[src/rtl/svpwm_pkg.sv]
// Shared types and constants for the space vector PWM duty calculator.
// Depends on nothing; the stage modules, the top level and the testbench import it.
`default_nettype none

package svpwm_pkg;

    // 1/sqrt(3) in unsigned Q.24; 2/sqrt(3) is this value shifted left once
    localparam int          CONST_BITS  = 24;
    localparam logic [23:0] K_INV_SQRT3 = 24'd9686330;

    localparam int IN_W     = 16;
    localparam int DUTY_W   = 16;
    localparam int KB_W     = IN_W + CONST_BITS + 1;   // beta * 1/sqrt(3)
    localparam int NUM_W    = IN_W + CONST_BITS + 2;   // sector numerators
    localparam int PROD_W   = NUM_W + DUTY_W + 1;      // numerator * period
    localparam int TIME_W   = 28;                      // vector times and sums

    localparam logic [DUTY_W-1:0] DUTY_MAX = 16'hFFFF;

    // Configuration register indexes and reset values
    localparam int CFG_IDX_W = 1;
    typedef logic [CFG_IDX_W-1:0] cfg_index_t;
    localparam cfg_index_t REG_PWM_PERIOD = 1'd0;
    localparam cfg_index_t REG_MAX_MOD    = 1'd1;

    localparam logic [15:0] PWM_PERIOD_RST = 16'd3999;
    localparam logic [15:0] MAX_MOD_RST    = 16'd31130;

    // Sector codes
    typedef logic [2:0] sector_t;
    localparam sector_t SEC1 = 3'd1;
    localparam sector_t SEC2 = 3'd2;
    localparam sector_t SEC3 = 3'd3;
    localparam sector_t SEC4 = 3'd4;
    localparam sector_t SEC5 = 3'd5;
    localparam sector_t SEC6 = 3'd6;

    typedef struct packed {
        sector_t                  sector;
        logic signed [NUM_W-1:0]  num_x;
        logic signed [NUM_W-1:0]  num_y;
    } sec_pl_t;

    typedef struct packed {
        sector_t                  sector;
        logic signed [TIME_W-1:0] x;
        logic signed [TIME_W-1:0] y;
    } time_pl_t;

endpackage

`default_nettype wire

[src/rtl/svpwm_scale.sv]
// Two pipeline stages: scale both numerators by the PWM period, then drop
// the fraction bits with truncation toward zero. Uses svpwm_pkg.
`default_nettype none

module svpwm_scale
    import svpwm_pkg::*;
#(
    parameter int FRAC_BITS = 15
)
(
    input  wire logic              clk,
    input  wire logic              rst_n,
    input  wire logic [DUTY_W-1:0] pwm_period,
    input  wire logic              in_valid,
    output logic                   in_ready,
    input  wire sec_pl_t           in_data,
    output logic                   out_valid,
    input  wire logic              out_ready,
    output time_pl_t               out_data
);

    localparam int SHIFT = FRAC_BITS + CONST_BITS;
    localparam logic [PROD_W-1:0] RND_BIAS = {{(PROD_W-SHIFT){1'b0}}, {SHIFT{1'b1}}};

    // Stage C
    logic                     c_valid_reg;
    logic                     c_ready;
    sector_t                  c_sector_reg;
    logic signed [PROD_W-1:0] prod_x_reg;
    logic signed [PROD_W-1:0] prod_y_reg;
    logic signed [PROD_W-1:0] prod_x_next;
    logic signed [PROD_W-1:0] prod_y_next;
    logic signed [DUTY_W:0]   p_signed;

    // Stage D
    logic                     d_valid_reg;
    logic                     d_ready;
    time_pl_t                 d_data_reg;
    time_pl_t                 d_data_next;
    logic signed [PROD_W-1:0] sum_x;
    logic signed [PROD_W-1:0] sum_y;
    logic signed [PROD_W-1:0] quo_x;
    logic signed [PROD_W-1:0] quo_y;

    assign c_ready  = !c_valid_reg || d_ready;
    assign d_ready  = !d_valid_reg || out_ready;
    assign in_ready = c_ready;

    assign p_signed    = $signed({1'b0, pwm_period});
    assign prod_x_next = in_data.num_x * p_signed;
    assign prod_y_next = in_data.num_y * p_signed;

    always_ff @(posedge clk or negedge rst_n)
    begin
        if (!rst_n)
        begin
            c_valid_reg <= 1'b0;
            d_valid_reg <= 1'b0;
        end
        else
        begin
            if (c_ready)
            begin
                c_valid_reg <= in_valid;
            end
            if (d_ready)
            begin
                d_valid_reg <= c_valid_reg;
            end
        end
    end

    always_ff @(posedge clk)
    begin
        if (c_ready && in_valid)
        begin
            c_sector_reg <= in_data.sector;
            prod_x_reg   <= prod_x_next;
            prod_y_reg   <= prod_y_next;
        end
        if (d_ready && c_valid_reg)
        begin
            d_data_reg <= d_data_next;
        end
    end

    // Bias negative products so the arithmetic shift rounds toward zero
    always_comb
    begin
        sum_x = prod_x_reg + ({PROD_W{prod_x_reg[PROD_W-1]}} & RND_BIAS);
        sum_y = prod_y_reg + ({PROD_W{prod_y_reg[PROD_W-1]}} & RND_BIAS);
        quo_x = sum_x >>> SHIFT;
        quo_y = sum_y >>> SHIFT;
        d_data_next.sector = c_sector_reg;
        d_data_next.x      = quo_x[TIME_W-1:0];
        d_data_next.y      = quo_y[TIME_W-1:0];
    end

    assign out_valid = d_valid_reg;
    assign out_data  = d_data_reg;

endmodule

`default_nettype wire

[config.mk]
export PLATFORM = sky130hd
export DESIGN_NAME = svpwm_scale
export DESIGN_NICKNAME = d
export VERILOG_FILES = /design/src/rtl/svpwm_pkg.sv /design/src/rtl/svpwm_scale.sv
export SDC_FILE = /design/constraint.sdc
export NUM_CORES = 2
export LEC_CHECK = 0
export BUFFER_PORTS_ARGS = -buffer_cell sky130_fd_sc_hd__buf_4
export CAP_MARGIN = 20
export CORE_ASPECT_RATIO = 1.1
export CORE_UTILIZATION = 60
export DETAILED_ROUTE_END_ITERATION = 10
export HOLD_SLACK_MARGIN = 0.15
export PLACE_DENSITY = 0.85
export SLEW_MARGIN = 20
export SYNTH_ARGS = -nofsm -noshare
export SYNTH_HDL_FRONTEND = slang
export SYNTH_SLANG_ARGS = --single-unit
export TNS_END_PERCENT = 20
[constraint.sdc]
create_clock -name clk -period 3.48 [get_ports clk]
set_input_delay 0.348 -clock clk [delete_from_list [all_inputs] [get_ports clk]]
set_output_delay 0.348 -clock clk [all_outputs]
set_load 0.005 [all_outputs]
After elaboration in Yosys (flattened, before gate mapping) --
Cells that the tools add are included.
Storage, ports and cells: register bits after elaboration 166, input port bits 107, output and inout port bits 61
Cells by class: $add $sub $neg 2, multiply operators 2, reduce and logical (&&, ||, !) cells 6
Operators by type and width (count):
- 59-bit by 39-bit adder with 59-bit output | 2
- 42-bit by 17-bit multiplier with 59-bit output | 2
- 1-bit logical AND | 2
- 1-bit logical NOT | 2
- 1-bit logical OR | 2

Depth between registers and ports, before layout --
depth after elaboration 4, gate-level depth with buffers 26, mapped depth without buffers 25

Worst setup path after synthesis --
OpenSTA, ideal clock, no wires.
kind input -> register, start in pwm_period[2], end reg prod_y_reg[39], data pin, arrival 6317 ps, required time 3220 ps, setup slack -3097 ps, stages on the path 23, path buffers 2, cell sequence clkbuf_1 > clkbuf_1 > nand2_1 > fa_1 > fa_1 > fa_1 > inv_1 > fa_1 > fa_1 > inv_1 > fa_1 > inv_1 > ha_1 > a21o_1 > a221o_1 > a31o_1 > a31o_1 > o31ai_2 > nand2b_1 > a21o_1 > a21o_1 > a311oi_2 > xnor2_1
Between the ends: cells in the longest elaborated chain, start to end 1
Ends and longest elaborated chain:
- from (decl) | RTL line svpwm_scale.sv:13 | input wire logic [DUTY_W-1:0] pwm_period,
- 42-bit by 17-bit multiplier with 59-bit output | RTL line svpwm_scale.sv:51 | assign prod_y_next = in_data.num_y * p_signed;
- via prod_y_next[39] | RTL line svpwm_scale.sv:32 | logic signed [PROD_W-1:0] prod_y_next;
- to (signal assigned) | RTL line svpwm_scale.sv:79 | prod_y_reg <= prod_y_next;
- to (decl) | RTL line svpwm_scale.sv:30 | logic signed [PROD_W-1:0] prod_y_reg;
The timed path passes the listed nets, and every way through them passes these cells. A chain may end at the register's enable or synchronous reset.

Worst setup path after layout --
start in pwm_period[13], end reg prod_y_reg[39], data pin
The elaborated chain is that of the path after synthesis.

==> flow_summary.toml <==
[yosys]
synth_area_mm2 = 0.05427
ys_seq_area_share_pct = 9.167
synth_top_area_cell = "fa_1"
ys_top_cells_by_area = "fa_1 (46%), inv_1 (10%), edfxtp_1 (9.1%), ha_1 (8.1%), nand2_1 (6.6%)"
synth-edff-count = 164
ys_warn_count = 0
synth_cell_types = 79
synth-main-ff-cell = "edfxtp_1"
synth_seq_cells = 166
syn_nets = 7642
yosys.area.top_type_share_pct = 46.41
avgSynthCellArea_um2 = 9.156
ys_top_cells_by_count = "inv_1 (1,445), fa_1 (1,258), nand2_1 (947), and2_1 (524), ha_1 (350)"
synthArstFlopShare_pct = 1.205
syn_inst = 5927
synth.most_common_cell = "inv_1"

[worst_setup_path]
rr_worst_depth = 13
r2r_slack_ns = -0.13
crit_path_end = "prod_y_reg[39]$_DFFE_PP_"
path_class = "input pin to flop"
reg2reg_from = "prod_x_reg[58]$_DFFE_PP_"
startpoint_type = "input pin"
critPathLaunch = "pwm_period[13]"
r2r_end = "out_data[28]$_DFFE_PP_"
crit_arrival_ns = 6.38
path_max_fanout = 5
worst_setup_path_end_kind = "flop"
cp.required_ns = 3.72

[timing]
timing.final.hold_violations = 0
fin_skew_ns = 0.01767
fmax_mhz = 162.8
post-route-period-util_pct = 176.5
slew_headroom_pct = 31.93
slew_violations = 0
rsz0062_at_grt = "true"
setup_ws_ns = -2.662
fin_crit_ns = 6.142
worst_slew_pin_slew_ns = 1.021
setup_violations = 107

[floorplanning]
die_w_um = 288.8
io_pins = 168
die_area_mm2 = 0.09166
initial_utilization_pct = 60.64
dieHeight_um = 317.4
floorplan.rows = 115
core-area_mm2 = 0.08950

[clock_network]
clk_pin_slew_ns = 0.08
cts_made_buffers = 17
cts_tree = "built"
clk_path_buf_depth = 2
insertion_delay_ns = 0.50
root_buffer = "clkbuf_16"
cts_sinks = 166
cts_max_level = 4

[drt]
wirelength_um = 157500
drtPass1Iterations = 9
ant_nets = 0
wire_per_inst_um = 19.98
viasPerCell = 5.717
drt_iter0_drc = 3596
drc = 3
num_vias = 45070

[placed_design]
numPortBuffers = 167
dp_hpwl_um = 118100
dp_slack_ns = -3.265
gp_congestion = 0.9392

[grt]
grt_pass1_vias = 49870
antenna_found_initial = 10
grt_max_degree = 64
grt_pass1_wl_um = 243400
globalRouteMet3Util_pct = 6.313
grtUsageMet1_pct = 38.83
track_usage_pct = 34.05
grt_overflow = 0
busiest_layer = "met2"
gr-usage-met2_pct = 58.87

[worst_hold_path]
hp-class = "input pin to flop"
worstHoldPathCells = 3

[final_layout]
drive_gt1_share_pct = 21.65
nFillCells = 5561
nNetsFinal = 8408
area_growth_pct = 22.30

[run_status]
violations = "DRC, setup timing"
outcome = "complete, but fails checks"

[flow_run]
maxCapViolCount = 0
## cell type report
type | count | area, um2 | share of cell area [%]
repair buffers | 1007 | 9100 | 13.71
well taps | 1170 | 1464 | 2.206
flip-flops and latches | 166 | 4975 | 7.495
clock buffers | 17 | 425.4 | 0.6410
multi-input cells | 4056 | 44800 | 67.50
diodes | 7 | 17.52 | 0.02639
inverters | 1445 | 5424 | 8.172
clock inverters | 15 | 163.9 | 0.2470
## cell usage in the layout, fill, tap and decap left out, drive strengths merged, types with 83 or more instances in the layout
cell,synthesis,final
nor2,83,83
and2,524,524
a21o,127,127
nand2,947,947
inv,1445,1451
a21oi,178,178
xnor2,105,105
edfxtp,164,164
ha,350,350
buf,22,988
o21ai,96,96
fa,1258,1258
## critical path, cell delays in order
cell,delay [ns]
buf_16,0.13
buf_8,0.13
buf_12,0.12
and2_4,0.13
fa_1,0.56
inv_2,0.05
fa_1,0.54
inv_2,0.04
fa_2,0.52
fa_2,0.45
fa_1,0.54
inv_2,0.04
fa_2,0.52
inv_2,0.05
ha_4,0.25
a21o_4,0.23
a41oi_4,0.31
a21oi_4,0.15
buf_6,0.15
o31ai_4,0.20
nand2b_1,0.11
a21o_1,0.17
a21o_1,0.18
a311oi_2,0.30
xnor2_1,0.13
## timing repair
| action | in CTS | in global routing |
|---|---|---|
| hold buffers | 7 | 0 |
| pin swaps | 156 | 106 |
| gates cloned | 21 | 7 |
| buffers inserted | 30 | 34 |
| endpoints found under the hold margin | 7 | 0 |
| setup endpoints to repair | 132 | 136 |
| resized for setup | 277 | 187 |
## worst min-delay path by stage
stage | start | end | slack [ns]
2_1_floorplan | rst_n | c_valid_reg$_DFFE_PN0N_ | 0.05
3_3_place_gp | rst_n | c_valid_reg$_DFFE_PN0N_ | 0.13
3_5_place_dp | rst_n | c_valid_reg$_DFFE_PN0N_ | 0.13
4_1_cts | in_data[0] | prod_y_reg[0]$_DFFE_PP_ | 0.36
5_1_grt | in_data[0] | prod_y_reg[0]$_DFFE_PP_ | 0.38
6_report | in_data[0] | prod_y_reg[0]$_DFFE_PP_ | 0.38
## through the flow
stage                     hold WS (ns)  utilization, %  instances  TNS [ns]  instance area (um2)
after global placement          0.1317           70.07       7748   -264.61                62710
after floorplan                0.05241               -       5927   -253.30                55600
final                           0.3783           74.16       7883   -205.72                66370
after global routing            0.3773           74.15       7878   -221.30                66360
after CTS                       0.3565           72.95       7837   -191.88                65290
after detailed placement        0.1333           70.07       7748   -274.41                62710
## cell families (layout without fill, tap and decap cells)
| logic type | count (synthesis) | after routing | synth area share, % |
|---|---|---|---|
| xor gates and xnor gates | 154 | 154 | 2.485 |
| DFF | 166 | 166 | 9.167 |
| and+or+nand+nor | 1738 | 1738 | 15.21 |
| AOI/OAI and AO/OA | 555 | 555 | 6.665 |
| muxes | 1 | 1 | 0.02075 |
| buffers and inverters | 1705 | 2484 | 11.97 |
| other | 0 | 7 | 0 |
| adders and majority gates | 1608 | 1608 | 54.48 |
## per-layer routing
layer / routed length (um) / vias up
met1: 51670 / 22540
met3: 14940 / 886
met2: 79360 / 2475
li1: - / 19150
met4: 11460 / 14
met5: 115 / -
Power is left out: the tool's default activity adds up to more than one toggle a clock period on the data nets, which glitch-free logic cannot reach.
