===== config.mk =====
export PLATFORM = sky130hd
export DESIGN_NAME = svpwm_sector
export DESIGN_NICKNAME = d
export VERILOG_FILES = /design/src/rtl/svpwm_pkg.sv /design/src/rtl/svpwm_sector.sv
export SDC_FILE = /design/constraint.sdc
export NUM_CORES = 1
export LEC_CHECK = 0
export BUFFER_PORTS_ARGS = -buffer_cell sky130_fd_sc_hd__buf_2
export CELL_PAD_IN_SITES_DETAIL_PLACEMENT = 1
export CELL_PAD_IN_SITES_GLOBAL_PLACEMENT = 1
export CORE_MARGIN = 1.5
export CORE_UTILIZATION = 45
export CTS_BUF_LIST = sky130_fd_sc_hd__clkbuf_4 sky130_fd_sc_hd__clkbuf_8
export CTS_CLUSTER_SIZE = 16
export DETAILED_ROUTE_END_ITERATION = 8
export HOLD_SLACK_MARGIN = 0.15
export PLACE_DENSITY = 0.9
export SLEW_MARGIN = 20
export SYNTH_ARGS = -nofsm -noshare
export SYNTH_HDL_FRONTEND = slang
export SYNTH_SLANG_ARGS = --single-unit

===== constraint.sdc =====
create_clock -name clk -period 3.6 [get_ports clk]
set_input_delay 0 -clock clk [delete_from_list [all_inputs] [get_ports clk]]
set_output_delay 0 -clock clk [all_outputs]
set_load 0.02 [all_outputs]

===== src/rtl/svpwm_pkg.sv =====
// Shared types and constants for the space vector PWM duty calculator.
// Depends on nothing; the stage modules, the top level and the testbench import it.
`default_nettype none

package svpwm_pkg;

    // 1/sqrt(3) in unsigned Q.24; 2/sqrt(3) is this value shifted left once
    localparam int          CONST_BITS  = 24;
    localparam logic [23:0] K_INV_SQRT3 = 24'd9686330;

    localparam int IN_W     = 16;
    localparam int DUTY_W   = 16;
    localparam int KB_W     = IN_W + CONST_BITS + 1;   // beta * 1/sqrt(3)
    localparam int NUM_W    = IN_W + CONST_BITS + 2;   // sector numerators
    localparam int PROD_W   = NUM_W + DUTY_W + 1;      // numerator * period
    localparam int TIME_W   = 28;                      // vector times and sums

    localparam logic [DUTY_W-1:0] DUTY_MAX = 16'hFFFF;

    // Configuration register indexes and reset values
    localparam int CFG_IDX_W = 1;
    typedef logic [CFG_IDX_W-1:0] cfg_index_t;
    localparam cfg_index_t REG_PWM_PERIOD = 1'd0;
    localparam cfg_index_t REG_MAX_MOD    = 1'd1;

    localparam logic [15:0] PWM_PERIOD_RST = 16'd3999;
    localparam logic [15:0] MAX_MOD_RST    = 16'd31130;

    // Sector codes
    typedef logic [2:0] sector_t;
    localparam sector_t SEC1 = 3'd1;
    localparam sector_t SEC2 = 3'd2;
    localparam sector_t SEC3 = 3'd3;
    localparam sector_t SEC4 = 3'd4;
    localparam sector_t SEC5 = 3'd5;
    localparam sector_t SEC6 = 3'd6;

    typedef struct packed {
        sector_t                  sector;
        logic signed [NUM_W-1:0]  num_x;
        logic signed [NUM_W-1:0]  num_y;
    } sec_pl_t;

    typedef struct packed {
        sector_t                  sector;
        logic signed [TIME_W-1:0] x;
        logic signed [TIME_W-1:0] y;
    } time_pl_t;

endpackage

`default_nettype wire


===== src/rtl/svpwm_sector.sv =====
// Two pipeline stages: beta/sqrt(3) product, then sector decision and
// selection of the two active vector numerators. Uses svpwm_pkg.
`default_nettype none

module svpwm_sector
    import svpwm_pkg::*;
(
    input  wire logic                   clk,
    input  wire logic                   rst_n,
    input  wire logic                   in_valid,
    output logic                        in_ready,
    input  wire logic signed [IN_W-1:0] alpha,
    input  wire logic signed [IN_W-1:0] beta,
    output logic                        out_valid,
    input  wire logic                   out_ready,
    output sec_pl_t                     out_data
);

    // Stage A
    logic                   a_valid_reg;
    logic                   a_ready;
    logic signed [IN_W-1:0] alpha_reg;
    logic signed [KB_W-1:0] kb_reg;
    logic signed [KB_W-1:0] kb_next;
    logic                   beta_neg_reg;

    // Stage B
    logic                    b_valid_reg;
    logic                    b_ready;
    sec_pl_t                 b_data_reg;
    sec_pl_t                 b_data_next;
    logic signed [NUM_W-1:0] a_ext;
    logic signed [NUM_W-1:0] kb_ext;
    logic signed [NUM_W-1:0] amk;
    logic signed [NUM_W-1:0] apk;
    logic signed [NUM_W-1:0] k2b;
    sector_t                 sector;

    assign a_ready  = !a_valid_reg || b_ready;
    assign b_ready  = !b_valid_reg || out_ready;
    assign in_ready = a_ready;

    assign kb_next = $signed({1'b0, K_INV_SQRT3}) * beta;

    always_ff @(posedge clk or negedge rst_n)
    begin
        if (!rst_n)
        begin
            a_valid_reg <= 1'b0;
            b_valid_reg <= 1'b0;
        end
        else
        begin
            if (a_ready)
            begin
                a_valid_reg <= in_valid;
            end
            if (b_ready)
            begin
                b_valid_reg <= a_valid_reg;
            end
        end
    end

    always_ff @(posedge clk)
    begin
        if (a_ready && in_valid)
        begin
            alpha_reg    <= alpha;
            kb_reg       <= kb_next;
            beta_neg_reg <= beta[IN_W-1];
        end
        if (b_ready && a_valid_reg)
        begin
            b_data_reg <= b_data_next;
        end
    end

    // kb > a is the sign of a - kb; -kb > a is the sign of a + kb
    always_comb
    begin
        a_ext  = {{(NUM_W-IN_W-CONST_BITS){alpha_reg[IN_W-1]}}, alpha_reg,
                  {CONST_BITS{1'b0}}};
        kb_ext = {{(NUM_W-KB_W){kb_reg[KB_W-1]}}, kb_reg};
        amk    = a_ext - kb_ext;
        apk    = a_ext + kb_ext;
        k2b    = kb_ext <<< 1;

        if (!beta_neg_reg)
        begin
            if (!alpha_reg[IN_W-1])
                sector = amk[NUM_W-1] ? SEC2 : SEC1;
            else
                sector = apk[NUM_W-1] ? SEC3 : SEC2;
        end
        else
        begin
            if (!alpha_reg[IN_W-1])
                sector = apk[NUM_W-1] ? SEC5 : SEC6;
            else
                sector = amk[NUM_W-1] ? SEC4 : SEC5;
        end

        b_data_next.sector = sector;
        case (sector)
            SEC1:
            begin
                b_data_next.num_x = amk;
                b_data_next.num_y = k2b;
            end
            SEC2:
            begin
                b_data_next.num_x = apk;
                b_data_next.num_y = -amk;
            end
            SEC3:
            begin
                b_data_next.num_x = k2b;
                b_data_next.num_y = -apk;
            end
            SEC4:
            begin
                b_data_next.num_x = -amk;
                b_data_next.num_y = -k2b;
            end
            SEC5:
            begin
                b_data_next.num_x = -apk;
                b_data_next.num_y = amk;
            end
            SEC6:
            begin
                b_data_next.num_x = -k2b;
                b_data_next.num_y = apk;
            end
            default:
            begin
                b_data_next.num_x = '0;
                b_data_next.num_y = '0;
            end
        endcase
    end

    assign out_valid = b_valid_reg;
    assign out_data  = b_data_reg;

endmodule

`default_nettype wire


==> impl_metrics.tcl, run 1 <==
set metrics [dict create \
    status "aborted with a tool error" \
    stop_stage "global routing" \
    tool.error "[ERROR GRT-0232] Routing congestion too high. Check the congestion heatmap in the GUI." \
    place_area_mm2 0.02257 \
    cts_root_buf "clkbuf_8" \
    grt_max_degree 86 \
    ys_ff_latch 144 \
    yosysWarnings 0 \
    rows 73 \
    seq_area_frac_synth 0.2398 \
    io_pins 125 \
    start_util 0.4548 \
    htree_levels 4 \
    synthCells 1947 \
    cts_buffer_depth 2 \
    place.detailed.hpwl_um 62820 \
    synth_top_flop_cell "edfxtp_1" \
    avgSynthCellArea_um2 9.238 \
    gp_congestion 1.019 \
    async_flop_share 0.01389 \
    synth-edff-count 142 \
    die_x_um 202.9 \
    die_h_um 202.9 \
    clock-sinks 144 \
    netlist_area_mm2 0.01799 \
    synth_largest_area_cell "edfxtp_1" \
    yosys-top-cells-area "edfxtp_1 24%, ha_1 14%, fa_1 13%, inv_1 5.0%, xnor2_1 4.4%" \
    grt_overflow 362 \
    place_ws_ps -2488 \
    synth.distinct_cells 98 \
    portBuffers 122 \
    cts_buffers 17 \
    track_usage 0.8165 \
    yosysTopAreaCellShare 0.2371 \
]
[synthesized netlist by cell type (5+ instances only)]
cell	n
inv_1	240
ha_1	204
edfxtp_1	142
nand2_1	125
fa_1	119
nor2_1	117
a21oi_1	94
xnor2_1	90
o21ai_0	86
clkbuf_1	66
nor3_1	65
nand3_1	48
o211ai_1	45
xor2_1	39
a222oi_1	35
buf_2	27
nand2b_1	24
a22oi_1	22
a221oi_1	21
a21o_1	20
a211oi_1	17
or3_1	17
nand4_1	16
nor4_1	16
or2_2	16
nor2b_1	14
o22ai_1	12
and2_1	11
a211o_1	10
a221o_1	10
a31oi_1	9
or4_1	9
o2111ai_1	8
o221ai_1	8
a21boi_0	7
and3_1	7
nand3b_1	6
o21a_1	6
a31o_2	5
buf_4	5
nor3_2	5
o31ai_1	5
[cells by family after synthesis]
| kind of cell | synth area share |
|---|---|
| and+or+nand+nor | 0.1612 |
| AOI/OAI and AO/OA | 0.1840 |
| buffers and inverters | 0.07645 |
| adders and majority gates | 0.2743 |
| DFF | 0.2398 |
| xor gates and xnor gates | 0.06281 |
| muxes | 0.001113 |
| other | 0.0002085 |
[layer usage]
| metal | global-route usage | GRT overflow |
|---|---|---|
| met5 | 0.3452 | 1 |
| met4 | 0.8243 | 143 |
| met3 | 0.6860 | 4 |
| met2 | 0.9615 | 207 |
| met1 | 0.8159 | 7 |
[per-stage QoR]
stage / instances / hold WS [ps]
floorplan: 1948 / -295.6
global placement: 2950 / -216.0
detailed placement: 2950 / -212.3
CTS: 3087 / 170.1
[what timing repair did]
item | CTS
hold buffers | 25
endpoints found under the hold margin | 24
pin swaps | 193
endpoints found under the setup margin | 113
setup buffers | 84
cloned | 3
resized for setup | 287
==> run 2: changes to the inputs <==
==> config.mk (replaced) <==
export PLATFORM = sky130hd
export DESIGN_NAME = svpwm_sector
export DESIGN_NICKNAME = d
export VERILOG_FILES = /design/src/rtl/svpwm_pkg.sv /design/src/rtl/svpwm_sector.sv
export SDC_FILE = /design/constraint.sdc
export NUM_CORES = 1
export LEC_CHECK = 0
export BUFFER_PORTS_ARGS = -buffer_cell sky130_fd_sc_hd__buf_2
export CORE_MARGIN = 1.5
export CORE_UTILIZATION = 40
export DETAILED_ROUTE_END_ITERATION = 8
export PLACE_DENSITY_LB_ADDON = 0.15
export SLEW_MARGIN = 20
export SYNTH_ARGS = -nofsm -noshare
export SYNTH_HDL_FRONTEND = slang
export SYNTH_SLANG_ARGS = --single-unit
==> constraint.sdc (replaced) <==
create_clock -name clk -period 4.7 [get_ports clk]
set_input_delay 0 -clock clk [delete_from_list [all_inputs] [get_ports clk]]
set_output_delay 0 -clock clk [all_outputs]
set_load 0.02 [all_outputs]
==> run 2 against run 1 <==
Effect of this change:
- area after synthesis did not move
- synthesized cell count did not move
- the flow now finishes, with violations (setup timing)
==> impl_metrics.tcl, run 2 <==
set metrics [dict create \
    final_common_cell "inv_1" \
    crit_path_end_kind "register" \
    cts_root_buf "clkbuf_16" \
    cp_slowest_stage_delay_ps 590 \
    post-synth-top-count-cell "inv_1" \
    die_x_um 215.1 \
    synth-edff-count 142 \
    avgSynthCellArea_um2 9.238 \
    cts_buffer_depth 2 \
    track_usage 0.2362 \
    cp_data_required_time_ps 4900 \
    path_class "in -> reg" \
    die_area_mm2 0.04625 \
    timing.final.crit_share 1.098 \
    place_ws_ps -1092 \
    relSlewSlack 0.3947 \
    antenna_left 0 \
    worst_slack_ps -460.6 \
    finalSetupViolations 16 \
    ys_top_cells_by_count "240 x inv_1, 204 x ha_1, 142 x edfxtp_1" \
    async_flop_share 0.01389 \
    p_leak_uw 0.009573 \
    drt_pass1_iterations 8 \
    clk_pin_slew_worst_paths_ps 60 \
    crit_top_cell "fa_1" \
    route.detailed.drc 0 \
    drt_iter0_markers 1578 \
    violations "setup timing" \
    rsz0062_at_grt "yes" \
    report.final.slew_viol_count 0 \
    rows 77 \
    yosys-top-cells-area "edfxtp_1 24%, ha_1 14%, fa_1 13%, inv_1 5.0%, xnor2_1 4.4%" \
    vias_per_cell 5.595 \
    io_pins 125 \
    powerDensity_mw_per_mm2 867.4 \
    place.detailed.hpwl_um 43750 \
    path_buf_inv 6 \
    die_h_um 215.1 \
    cap_viol_max_count 0 \
    status "complete, but fails checks" \
    grt_pass1_wl_um 86770 \
    yosysTopAreaCellShare 0.2371 \
    grt_overflow 0 \
    layout.cells.non_filler 2858 \
    grt_max_degree 58 \
    final_nets 2610 \
    start_kind "input port" \
    antenna_found_initial 3 \
    total_power_uw 19190 \
    rrSetupSlack_ps 320 \
    largest_reg_flops 85 \
    worstPathMaxFanout 3 \
    worst_pin_slew_ps 901.5 \
    fin_skew_ps 10.91 \
    ys_ff_latch 144 \
    synth.distinct_cells 98 \
    synth_top_flop_cell "edfxtp_1" \
    cts_buffers 17 \
    clock-sinks 144 \
    critical-path-top-delay-family "adder cells" \
    drt_wl_total_um 54760 \
    hold_class "in -> reg" \
    critPathArrivalTime_ps 5360 \
    seq_area_frac_synth 0.2398 \
    area_growth_syn_to_layout_pct 22.97 \
    htree_levels 4 \
    cts_tree "yes" \
    start_util 0.4059 \
    yosysWarnings 0 \
    gp_congestion 0.9133 \
    cp_slowest_cell "fa_2" \
    synthCells 1947 \
    max-vdd-ir-drop_mv 0.8036 \
    drive_gt1_frac 0.2328 \
    cp_cell_sequence "buf_8, fa_2, inv_2, fa_1, inv_1, fa_1, fa_1, inv_2, fa_2, fa_1, inv_2, ha_4, nand4_1, nor3_2, and2_1, a211o_4, a21oi_4, a2111oi_4, o31a_1, buf_4, o21ai_2, xnor2_1" \
    fmaxAchievable_mhz 193.8 \
    grt_pass1_vias 15685 \
    core_area_mm2 0.04432 \
    portBuffers 122 \
    via_count 15991 \
    final_cell_mix "232 x inv_1, 228 x buf_4, 190 x ha_1, 142 x edfxtp_1, 125 x nand2_1" \
    finalHoldViolCount 0 \
    fin_crit_ps 5161 \
    synth_largest_area_cell "edfxtp_1" \
    clk_latency_ps 450 \
    fillers 4246 \
    wire_per_inst_um 19.16 \
    finalSetupTns_ps -3918 \
    netlist_area_mm2 0.01799 \
    placed_cells 2786 \
]
## run 2: where the power goes
part           internal, µW  switching, µW
Clock                   745            593
Combinational          7140           7930
Sequential             2320            462
## run 2: through the flow
step	instance area (µm²)	utilization	hold WS, ps
2_1_floorplan	18120	-	-295.6
3_3_place_gp	20850	0.4704	-213.6
3_5_place_dp	20850	0.4704	-213.4
4_1_cts	21970	0.4958	60.57
5_1_grt	22120	0.4990	89.27
6_report	22120	0.4991	73.46
## run 2: timing repair
| action | 4_1_cts | 5_1_grt |
|---|---|---|
| gates resized for setup | 37 | 29 |
| pin swaps | 45 | 35 |
| endpoints found under the setup margin | 18 | 23 |
| endpoints found under the hold margin | 22 | 0 |
| hold buffers | 23 | 0 |
| setup buffers | 16 | 4 |
## run 2: cell families after synthesis
group / synth area share
compound gates: 0.1840
xor+xnor: 0.06281
fa+ha+maj: 0.2743
buf+inv: 0.07645
flops: 0.2398
mux: 0.001113
other cells: 0.0002085
simple gates: 0.1612
## run 2: cell type report
class | instances | area [µm²] | share of cell area
diodes | 2 | 5.005 | 0.0002263
clock buffers | 17 | 425.4 | 0.01923
clock inverters | 15 | 148.9 | 0.006732
inverters | 240 | 900.9 | 0.04073
multi-input cells | 1459 | 12760 | 0.5767
flip-flops and latches | 144 | 4314 | 0.1950
well taps | 592 | 740.7 | 0.03349
repair buffers | 389 | 2828 | 0.1278
## run 2: worst reg2reg max path: cells and delay by family (launching register included)
kind | cells | cell delay [ps]
and+or+nand+nor | 6 | 2270
muxes | 2 | 530
buffers and inverters | 1 | 170
adders and majority gates | 1 | 260
DFF | 1 | 490
AOI/OAI and AO/OA | 2 | 370
## run 2: path summary, 6_finish.rpt
| path | end | cells past startpoint | startpoint |
|---|---|---|---|
| worst max-delay path | kb_reg[38] | 22 | beta[4] |
| worst min-delay path | kb_reg[1] | 2 | beta[0] |
| worst max register to register | out_data[41] | 12 | kb_reg[2] |
| worst min register to register | out_valid | 1 | a_valid_reg |
| max in group asynchronous | a_valid_reg | 3 | rst_n |
| min in group asynchronous | out_valid | 3 | rst_n |
## run 2: per-layer routing
| layer | up-vias | wire [µm] | global-route usage |
|---|---|---|---|
| li1 | 7645 | - | - |
| met1 | 7671 | 25620 | 0.3397 |
| met2 | 608 | 24440 | 0.3687 |
| met3 | 65 | 3433 | 0.02803 |
| met4 | 2 | 1249 | 0.07739 |
| met5 | - | 12 | 0 |
Note: power is estimated with default switching activity, not from simulation.
