## src/rtl/svpwm_pkg.sv

```systemverilog
// Shared types and constants for the space vector PWM duty calculator.
// Depends on nothing; the stage modules, the top level and the testbench import it.
`default_nettype none

package svpwm_pkg;

    // 1/sqrt(3) in unsigned Q.24; 2/sqrt(3) is this value shifted left once
    localparam int          CONST_BITS  = 24;
    localparam logic [23:0] K_INV_SQRT3 = 24'd9686330;

    localparam int IN_W     = 16;
    localparam int DUTY_W   = 16;
    localparam int KB_W     = IN_W + CONST_BITS + 1;   // beta * 1/sqrt(3)
    localparam int NUM_W    = IN_W + CONST_BITS + 2;   // sector numerators
    localparam int PROD_W   = NUM_W + DUTY_W + 1;      // numerator * period
    localparam int TIME_W   = 28;                      // vector times and sums

    localparam logic [DUTY_W-1:0] DUTY_MAX = 16'hFFFF;

    // Configuration register indexes and reset values
    localparam int CFG_IDX_W = 1;
    typedef logic [CFG_IDX_W-1:0] cfg_index_t;
    localparam cfg_index_t REG_PWM_PERIOD = 1'd0;
    localparam cfg_index_t REG_MAX_MOD    = 1'd1;

    localparam logic [15:0] PWM_PERIOD_RST = 16'd3999;
    localparam logic [15:0] MAX_MOD_RST    = 16'd31130;

    // Sector codes
    typedef logic [2:0] sector_t;
    localparam sector_t SEC1 = 3'd1;
    localparam sector_t SEC2 = 3'd2;
    localparam sector_t SEC3 = 3'd3;
    localparam sector_t SEC4 = 3'd4;
    localparam sector_t SEC5 = 3'd5;
    localparam sector_t SEC6 = 3'd6;

    typedef struct packed {
        sector_t                  sector;
        logic signed [NUM_W-1:0]  num_x;
        logic signed [NUM_W-1:0]  num_y;
    } sec_pl_t;

    typedef struct packed {
        sector_t                  sector;
        logic signed [TIME_W-1:0] x;
        logic signed [TIME_W-1:0] y;
    } time_pl_t;

endpackage

`default_nettype wire

```

## src/rtl/svpwm_duty.sv

```systemverilog
// Three pipeline stages: centered first time, the two following times, then
// clamp and phase mapping into the output register. Uses svpwm_pkg.
`default_nettype none

module svpwm_duty
    import svpwm_pkg::*;
#(
    parameter int FRAC_BITS = 15
)
(
    input  wire logic              clk,
    input  wire logic              rst_n,
    input  wire logic [DUTY_W-1:0] pwm_period,
    input  wire logic [15:0]       max_mod,
    input  wire logic              in_valid,
    output logic                   in_ready,
    input  wire time_pl_t          in_data,
    output logic                   out_valid,
    input  wire logic              out_ready,
    output logic [DUTY_W-1:0]      duty_a,
    output logic [DUTY_W-1:0]      duty_b,
    output logic [DUTY_W-1:0]      duty_c,
    output sector_t                sector_num
);

    localparam int SCALE_W = ((FRAC_BITS > 16) ? FRAC_BITS : 16) + 1;
    localparam int TP_W    = DUTY_W + SCALE_W;

    // Upper clamp, recomputed from the configuration every cycle
    logic [SCALE_W-1:0] scale;
    logic [TP_W-1:0]    tmax_prod_reg;
    logic [TP_W-1:0]    tmax_prod_next;
    logic [TP_W-1:0]    tmax_full;
    logic [DUTY_W-1:0]  limit_reg;
    logic [DUTY_W-1:0]  limit_next;

    // Stage E
    logic                     e_valid_reg;
    logic                     e_ready;
    sector_t                  e_sector_reg;
    logic signed [TIME_W-1:0] e_x_reg;
    logic signed [TIME_W-1:0] e_y_reg;
    logic signed [TIME_W-1:0] e_first_reg;
    logic signed [TIME_W-1:0] tot;
    logic signed [TIME_W-1:0] tot_adj;

    // Stage F
    logic                     f_valid_reg;
    logic                     f_ready;
    sector_t                  f_sector_reg;
    logic signed [TIME_W-1:0] f_first_reg;
    logic signed [TIME_W-1:0] f_second_reg;
    logic signed [TIME_W-1:0] f_third_reg;

    // Stage G (output register)
    logic                     g_valid_reg;
    logic                     g_ready;
    logic [DUTY_W-1:0]        cl_first;
    logic [DUTY_W-1:0]        cl_second;
    logic [DUTY_W-1:0]        cl_third;
    logic [DUTY_W-1:0]        duty_a_reg;
    logic [DUTY_W-1:0]        duty_b_reg;
    logic [DUTY_W-1:0]        duty_c_reg;
    logic [DUTY_W-1:0]        duty_a_next;
    logic [DUTY_W-1:0]        duty_b_next;
    logic [DUTY_W-1:0]        duty_c_next;
    sector_t                  sector_reg;

    function automatic logic [DUTY_W-1:0] clamp_duty(
        input logic signed [TIME_W-1:0] t,
        input logic [DUTY_W-1:0]        lim
    );
        logic signed [TIME_W-1:0] lim_ext;
        lim_ext = $signed({{(TIME_W-DUTY_W){1'b0}}, lim});
        if (t[TIME_W-1])
            return '0;
        else if (t > lim_ext)
            return lim;
        else
            return t[DUTY_W-1:0];
    endfunction

    always_comb
    begin
        scale          = (SCALE_W'(1) << FRAC_BITS) + SCALE_W'(max_mod);
        tmax_prod_next = TP_W'(pwm_period) * TP_W'(scale);
        tmax_full      = tmax_prod_reg >> (FRAC_BITS + 1);
        limit_next     = (|tmax_full[TP_W-1:DUTY_W]) ? DUTY_MAX : tmax_full[DUTY_W-1:0];
    end

    always_ff @(posedge clk)
    begin
        tmax_prod_reg <= tmax_prod_next;
        limit_reg     <= limit_next;
    end

    assign e_ready  = !e_valid_reg || f_ready;
    assign f_ready  = !f_valid_reg || g_ready;
    assign g_ready  = !g_valid_reg || out_ready;
    assign in_ready = e_ready;

    // Halve the sum with truncation toward zero
    always_comb
    begin
        tot     = $signed({{(TIME_W-DUTY_W){1'b0}}, pwm_period}) + in_data.x + in_data.y;
        tot_adj = tot + $signed({{(TIME_W-1){1'b0}}, tot[TIME_W-1]});
    end

    always_ff @(posedge clk or negedge rst_n)
    begin
        if (!rst_n)
        begin
            e_valid_reg <= 1'b0;
            f_valid_reg <= 1'b0;
            g_valid_reg <= 1'b0;
        end
        else
        begin
            if (e_ready)
            begin
                e_valid_reg <= in_valid;
            end
            if (f_ready)
            begin
                f_valid_reg <= e_valid_reg;
            end
            if (g_ready)
            begin
                g_valid_reg <= f_valid_reg;
            end
        end
    end

    always_ff @(posedge clk)
    begin
        if (e_ready && in_valid)
        begin
            e_sector_reg <= in_data.sector;
            e_x_reg      <= in_data.x;
            e_y_reg      <= in_data.y;
            e_first_reg  <= tot_adj >>> 1;
        end
        // Odd sectors step down by x first, even sectors by y
        if (f_ready && e_valid_reg)
        begin
            f_sector_reg <= e_sector_reg;
            f_first_reg  <= e_first_reg;
            f_second_reg <= e_first_reg - (e_sector_reg[0] ? e_x_reg : e_y_reg);
            f_third_reg  <= e_first_reg - e_x_reg - e_y_reg;
        end
        if (g_ready && f_valid_reg)
        begin
            duty_a_reg <= duty_a_next;
            duty_b_reg <= duty_b_next;
            duty_c_reg <= duty_c_next;
            sector_reg <= f_sector_reg;
        end
    end

    always_comb
    begin
        cl_first  = clamp_duty(f_first_reg, limit_reg);
        cl_second = clamp_duty(f_second_reg, limit_reg);
        cl_third  = clamp_duty(f_third_reg, limit_reg);
        case (f_sector_reg)
            SEC1:
            begin
                duty_a_next = cl_first;
                duty_b_next = cl_second;
                duty_c_next = cl_third;
            end
            SEC2:
            begin
                duty_b_next = cl_first;
                duty_a_next = cl_second;
                duty_c_next = cl_third;
            end
            SEC3:
            begin
                duty_b_next = cl_first;
                duty_c_next = cl_second;
                duty_a_next = cl_third;
            end
            SEC4:
            begin
                duty_c_next = cl_first;
                duty_b_next = cl_second;
                duty_a_next = cl_third;
            end
            SEC5:
            begin
                duty_c_next = cl_first;
                duty_a_next = cl_second;
                duty_b_next = cl_third;
            end
            default:
            begin
                duty_a_next = cl_first;
                duty_c_next = cl_second;
                duty_b_next = cl_third;
            end
        endcase
    end

    assign out_valid  = g_valid_reg;
    assign duty_a     = duty_a_reg;
    assign duty_b     = duty_b_reg;
    assign duty_c     = duty_c_reg;
    assign sector_num = sector_reg;

endmodule

`default_nettype wire

```

## config.mk

```make
export PLATFORM = sky130hd
export DESIGN_NAME = svpwm_duty
export DESIGN_NICKNAME = d
export VERILOG_FILES = /design/src/rtl/svpwm_pkg.sv /design/src/rtl/svpwm_duty.sv
export SDC_FILE = /design/constraint.sdc
export NUM_CORES = 1
export LEC_CHECK = 0
export BUFFER_PORTS_ARGS = -buffer_cell sky130_fd_sc_hd__buf_2
export CORE_ASPECT_RATIO = 0.6
export CORE_UTILIZATION = 26
export CTS_BUF_LIST = sky130_fd_sc_hd__clkbuf_16
export DETAILED_ROUTE_END_ITERATION = 7
export PLACE_DENSITY = 0.53
export REMOVE_ABC_BUFFERS = 1
export SYNTH_ARGS = -nofsm -noshare
export SYNTH_HDL_FRONTEND = slang
export SYNTH_SLANG_ARGS = --single-unit
```

## constraint.sdc

```tcl
create_clock -name clk -period 7.1 [get_ports clk]
set_input_delay 0.71 -clock clk [delete_from_list [all_inputs] [get_ports clk]]
set_output_delay 0.71 -clock clk [all_outputs]
set_load 0.1 [all_outputs]
```

Yosys cells after proc, flatten, opt, wreduce, memory -nomap -nowiden
Cells that the tools add are included.
W data, S select, Z words.
{"block": "op_classes", "addsub": 7, "mul": 1, "n_div": 0, "n_lt_le_gt_ge": 3, "n_eq_ne": 5, "shifts": 0, "mux": 10, "n_bitwise": 0, "reduce_logical": 15}
{"cell": "$mux W16", "count": 6}
{"cell": "$pmux W16 S2", "count": 3}
{"cell": "$gt A28 B17 Y1", "count": 2}
{"cell": "$sub A27 B28 Y28", "count": 2}
{"cell": "$mul A16 B17 Y33", "count": 1}
{"cell": "$add A17 B28 Y28", "count": 1}
{"cell": "$add A28 B2 Y28", "count": 1}
{"cell": "$add A28 B28 Y28", "count": 1}
{"cell": "$mux W28", "count": 1}
{"cell": "$sub A28 B28 Y28", "count": 1}
{"cell": "$gt A27 B17 Y1", "count": 1}
{"cell": "$add A16 B16 Y17 const A", "count": 1}
{"cell": "$reduce_or A2 Y1", "count": 6}
{"cell": "$eq A3 B2 Y1 const B", "count": 2}
{"cell": "$eq A3 B3 Y1 const B", "count": 2}
{"cell": "$eq A3 B1 Y1 const B", "count": 1}
{"cell": "$logic_and A1 B1 Y1", "count": 3}
{"cell": "$logic_not A1 Y1", "count": 3}
{"cell": "$logic_or A1 B1 Y1", "count": 3}
{"block": "word_totals", "regBits": 275, "latchBits": 0, "ram_bits": 0, "rom_bits": 0, "in_bits": 95, "output_inout_bits": 53, "word_cells": 58, "n_memories": 0}

Logic depth before layout (Yosys ltp)
{"block": "logic_depth", "word_depth": 5, "mapped_depth": 25, "depth_no_buf": 24}

Worst setup path before layout
Ideal clock, no wire load.
{"block": "synth_timing", "kind": "input port to flip-flop", "from": "input port pwm_period[9]", "to": "register tmax_prod_reg[31]", "setup_time_ns": 0.072, "arrival_ns": 6.401, "t_required_ns": 7.028, "slack_ns": 0.627, "path_stages": 24, "n_path_buf": 2, "cell_sequence": "clkbuf_1 -> clkbuf_1 -> nand2_1 -> fa_1 -> inv_1 -> fa_1 -> inv_1 -> fa_1 -> inv_1 -> fa_1 -> fa_1 -> inv_1 -> fa_1 -> inv_1 -> ha_1 -> a211o_1 -> a31oi_1 -> o22ai_1 -> a221o_1 -> nand4_1 -> a21oi_1 -> or3_1 -> a21oi_1 -> xnor2_1"}
{"block": "synth_between", "elab_chain_len": 1}
{"item": "start, declared", "line_no": "svpwm_duty.sv:13", "rtl": "input wire logic [DUTY_W-1:0] pwm_period,"}
{"item": "$mul A16 B17 Y33", "line_no": "svpwm_duty.sv:86", "rtl": "tmax_prod_next = TP_W'(pwm_period) * TP_W'(scale);"}
{"item": "named net tmax_prod_next[31]", "line_no": "svpwm_duty.sv:32", "rtl": "logic [TP_W-1:0] tmax_prod_next;"}
{"item": "end signal, assigned", "line_no": "svpwm_duty.sv:93", "rtl": "tmax_prod_reg <= tmax_prod_next;"}
{"item": "end, declared", "line_no": "svpwm_duty.sv:31", "rtl": "logic [TP_W-1:0] tmax_prod_reg;"}
The timed path passes the listed nets, and every way through them passes these cells.
A chain may end at the register's enable or synchronous reset.

Worst setup path after layout
{"block": "layout_timing", "from": "input port pwm_period[5]", "to": "register tmax_prod_reg[31]"}
The elaborated chain is that of the path after synthesis.

==> results.cfg <==
[job]
drv_cap = 0

[synth]
synth_enable_flop_cells = 223
synth_top_area_share_pct = 27.4
ys_ff_latch = 259
synth_top_area_cell = edfxtp_1
syn_inst = 2305
netlist_area_mm2 = 0.0245
synth-main-ff-cell = edfxtp_1
synth_area_leaders = edfxtp_1 27%, fa_1 21%, ha_1 12%
ys_warn_count = 0
ys_seq_area_share_pct = 30.4
postSynth.asyncResetShare_pct = 1.16
synth_area_per_cell_um2 = 10.6
synth.distinct_cells = 87

[cts]
cts_buffers = 26
clk_pin_slew_ns = 0.06
postCtsSetupBuffers = 0
ctsRootBufferMaster = clkbuf_16
clkLatencyLatePin_ns = 0.56
clockBufferDepth = 3
h-tree-depth = 1
numClockSinks = 259
cts_tree = built

[timing]
finalMaxSlewViolations = 0
fmax_ghz = 0.157
slew_headroom_pct = 29.6
finalSetupViolCount = 0
finalHoldViolCount = 0
fin_skew_ns = 0.0165
fin_crit_ns = 6.35
rsz0062_at_grt = no
worst_pin_slew_ns = 1.06
fin_crit_sh_pct = 89.5
tns_ns = 0

[finish]
fin_nets = 3029
num_antenna_cells = 0
finish.utilization_pct = 29.9
final_cells = 3694
multiInputGateArea_mm2 = 0.0156
syn2layout_area_growth_pct = 12.9
drive_gt1_share_pct = 11.3
fill_cells = 9580
final-seq-area_mm2 = 0.00743

[detailed_routing]
drc = 0
viasPerCell = 4.60
wire_per_inst_um = 18.9
drt_pass1_iterations = 5
num_vias = 17000
dr_wl_met3_um = 5600
ant_nets = 0
topRoutingLayerUsed = met4
wl_met1_um = 39100
wl_met2_um = 23900
wl_um = 69700
drt_iter0_drc = 1406

[worst_setup_path]
path_max_fanout = 18
reg2reg_slack_ns = 2.93
worst_setup_path_start_kind = input port
crit_end = tmax_prod_reg[31]
worst_setup_path_end_kind = register
required_ns = 7.58
crit_path_start = pwm_period[5]
arrival_ns = 6.83
reg2regPathDepth = 11
r2r_end = f_second_reg[25]
critPathKind = in2reg
r2r-start = e_sector_reg[0]

[grt]
grt_max_degree = 74
grt_pass1_wl_um = 105000
grt-ovfl-total = 0
grt_pass1_vias = 16600
track_usage_pct = 14.5
grt_antenna_before_repair = 8

[power_and_ir_drop]
cellLeakagePower_nw = 12.3
powerDensity_mw_per_mm2 = 416
irDropWorstVdd_uv = 350

[placement]
port_buffers = 147
dp_hpwl_um = 58400
dp.cells = 3645
gp_congestion = 0.863

[floorplan]
std_cell_rows = 86
io-pin-count = 148
die_w_um = 398
start_util_pct = 26.5
die_h_um = 240
core_area_mm2 = 0.0925
die-area_mm2 = 0.0954

[min_path]
min_path_type = in2reg

[run_status]
status = finished, final reports clean
==> metal layers <==
metal	GRT usage, %	vias up
met5	0	-
met3	3.75	62
met1	24.6	8249
met4	2.01	0
met2	17.6	542
li1	-	8121
==> critical path, cell delays in order <==
cell     delay, ns
buf_2         0.34
and2_1        0.22
fa_1          0.41
inv_1         0.08
fa_1          0.43
fa_1          0.50
fa_1          0.55
inv_1         0.05
fa_1          0.48
inv_1         0.05
fa_1          0.53
inv_1         0.07
ha_1          0.29
a21o_1        0.16
a21o_1        0.17
a31oi_1       0.20
o22ai_1       0.16
a221o_1       0.46
nand4_1       0.17
a21oi_1       0.09
or3_1         0.39
a21oi_1       0.18
xnor2_1       0.13
==> kinds of logic after synthesis <==
family	share of synthesized area, %
buf+inv	6.15
other cells	0.0153
flops	30.4
mux	3.33
xor+xnor	4.11
compound gates	11.1
simple gates	12.0
fa+ha+maj	32.9
==> cells in the mapped netlist, drive strengths merged (14+ instances only) <==
cell	number
ha	240
a21oi	85
nor2b	21
nand2b	28
nor3	14
inv	330
clkbuf	59
o22a	48
fa	252
edfxtp	223
xnor2	81
xor2	33
nor2	62
o21ai	100
o21a	16
and2	121
or2	23
nand2	191
mux2i	78
a21o	71
nand3	27
nand4	26
dfxtp	33
==> where the power goes <==
part	internal, W	switching [W]
Clock	0.000849	0.000628
Sequential	0.00229	0.000327
Combinational	0.00296	0.00446
==> worst min-delay path by stage <==
stage                      start         endpoint  slack, ns  depth (start not counted)
2_1_floorplan  tmax_prod_reg[16]     limit_reg[0]       0.39                          1
3_3_place_gp     e_sector_reg[2]  f_sector_reg[2]       0.41                          0
3_5_place_dp     e_sector_reg[2]  f_sector_reg[2]       0.40                          0
4_1_cts              in_data[57]  e_sector_reg[1]       0.29                          1
5_1_grt              in_data[58]  e_sector_reg[2]       0.30                          1
6_report             in_data[57]  e_sector_reg[1]       0.32                          1
==> per-stage QoR <==
| stage | worst slack (ns) | hold slack [ns] | area [um^2] | power [W] |
|---|---|---|---|---|
| global placement | 0.188 | 0.411 | 26700 | 0.00998 |
| floorplan | 0.963 | 0.389 | 24200 | 0.00797 |
| global route | 0.394 | 0.297 | 27600 | 0.0126 |
| finish | 0.749 | 0.324 | 27600 | 0.0115 |
| detailed placement | 0.135 | 0.405 | 26700 | 0.00999 |
| CTS | 0.753 | 0.288 | 27600 | 0.0115 |
==> what timing repair did <==
action / in CTS / in global routing
hold buffers: 1 / 0
resized for setup: 0 / 0
endpoints found under the hold margin: 3 / 0
==> cells in the final DEF, fill, tap and decap left out, types with 5 or more instances in the layout <==
cell type and n:
a21oi_1 82, ha_1 240, buf_2 147, dfxtp_1 33, nand2_1 189, xor2_1 33, nor3_1 11, a211o_1 5
o21ai_0 93, buf_4 27, nand2b_1 28, nor2b_1 21, inv_1 331, a21o_1 70, fa_1 252, nor4_1 7
a221oi_1 8, or3_1 6, o21a_1 15, mux2i_1 78, nand3_1 27, and4_1 6, or2_2 22, nor2_1 61
clkbuf_16 27, edfxtp_1 223, o22a_1 48, a211oi_1 9, o21ai_1 6, xnor2_1 80, and2_1 118, a31oi_1 8
and3_1 8, o2111ai_1 5, o211ai_1 5, nand4_1 24, o21bai_1 5
==> area by class of cell <==
cell class                 instances  area share, %
multi-input combinational       1650           56.3
clock inverter                    21          0.874
clock buffer                      27           2.44
sequential                       259           26.9
timing repair buffer             175           3.43
inverter                         330           4.48
tap                             1232           5.58
Power figures use the tool's default switching activity.
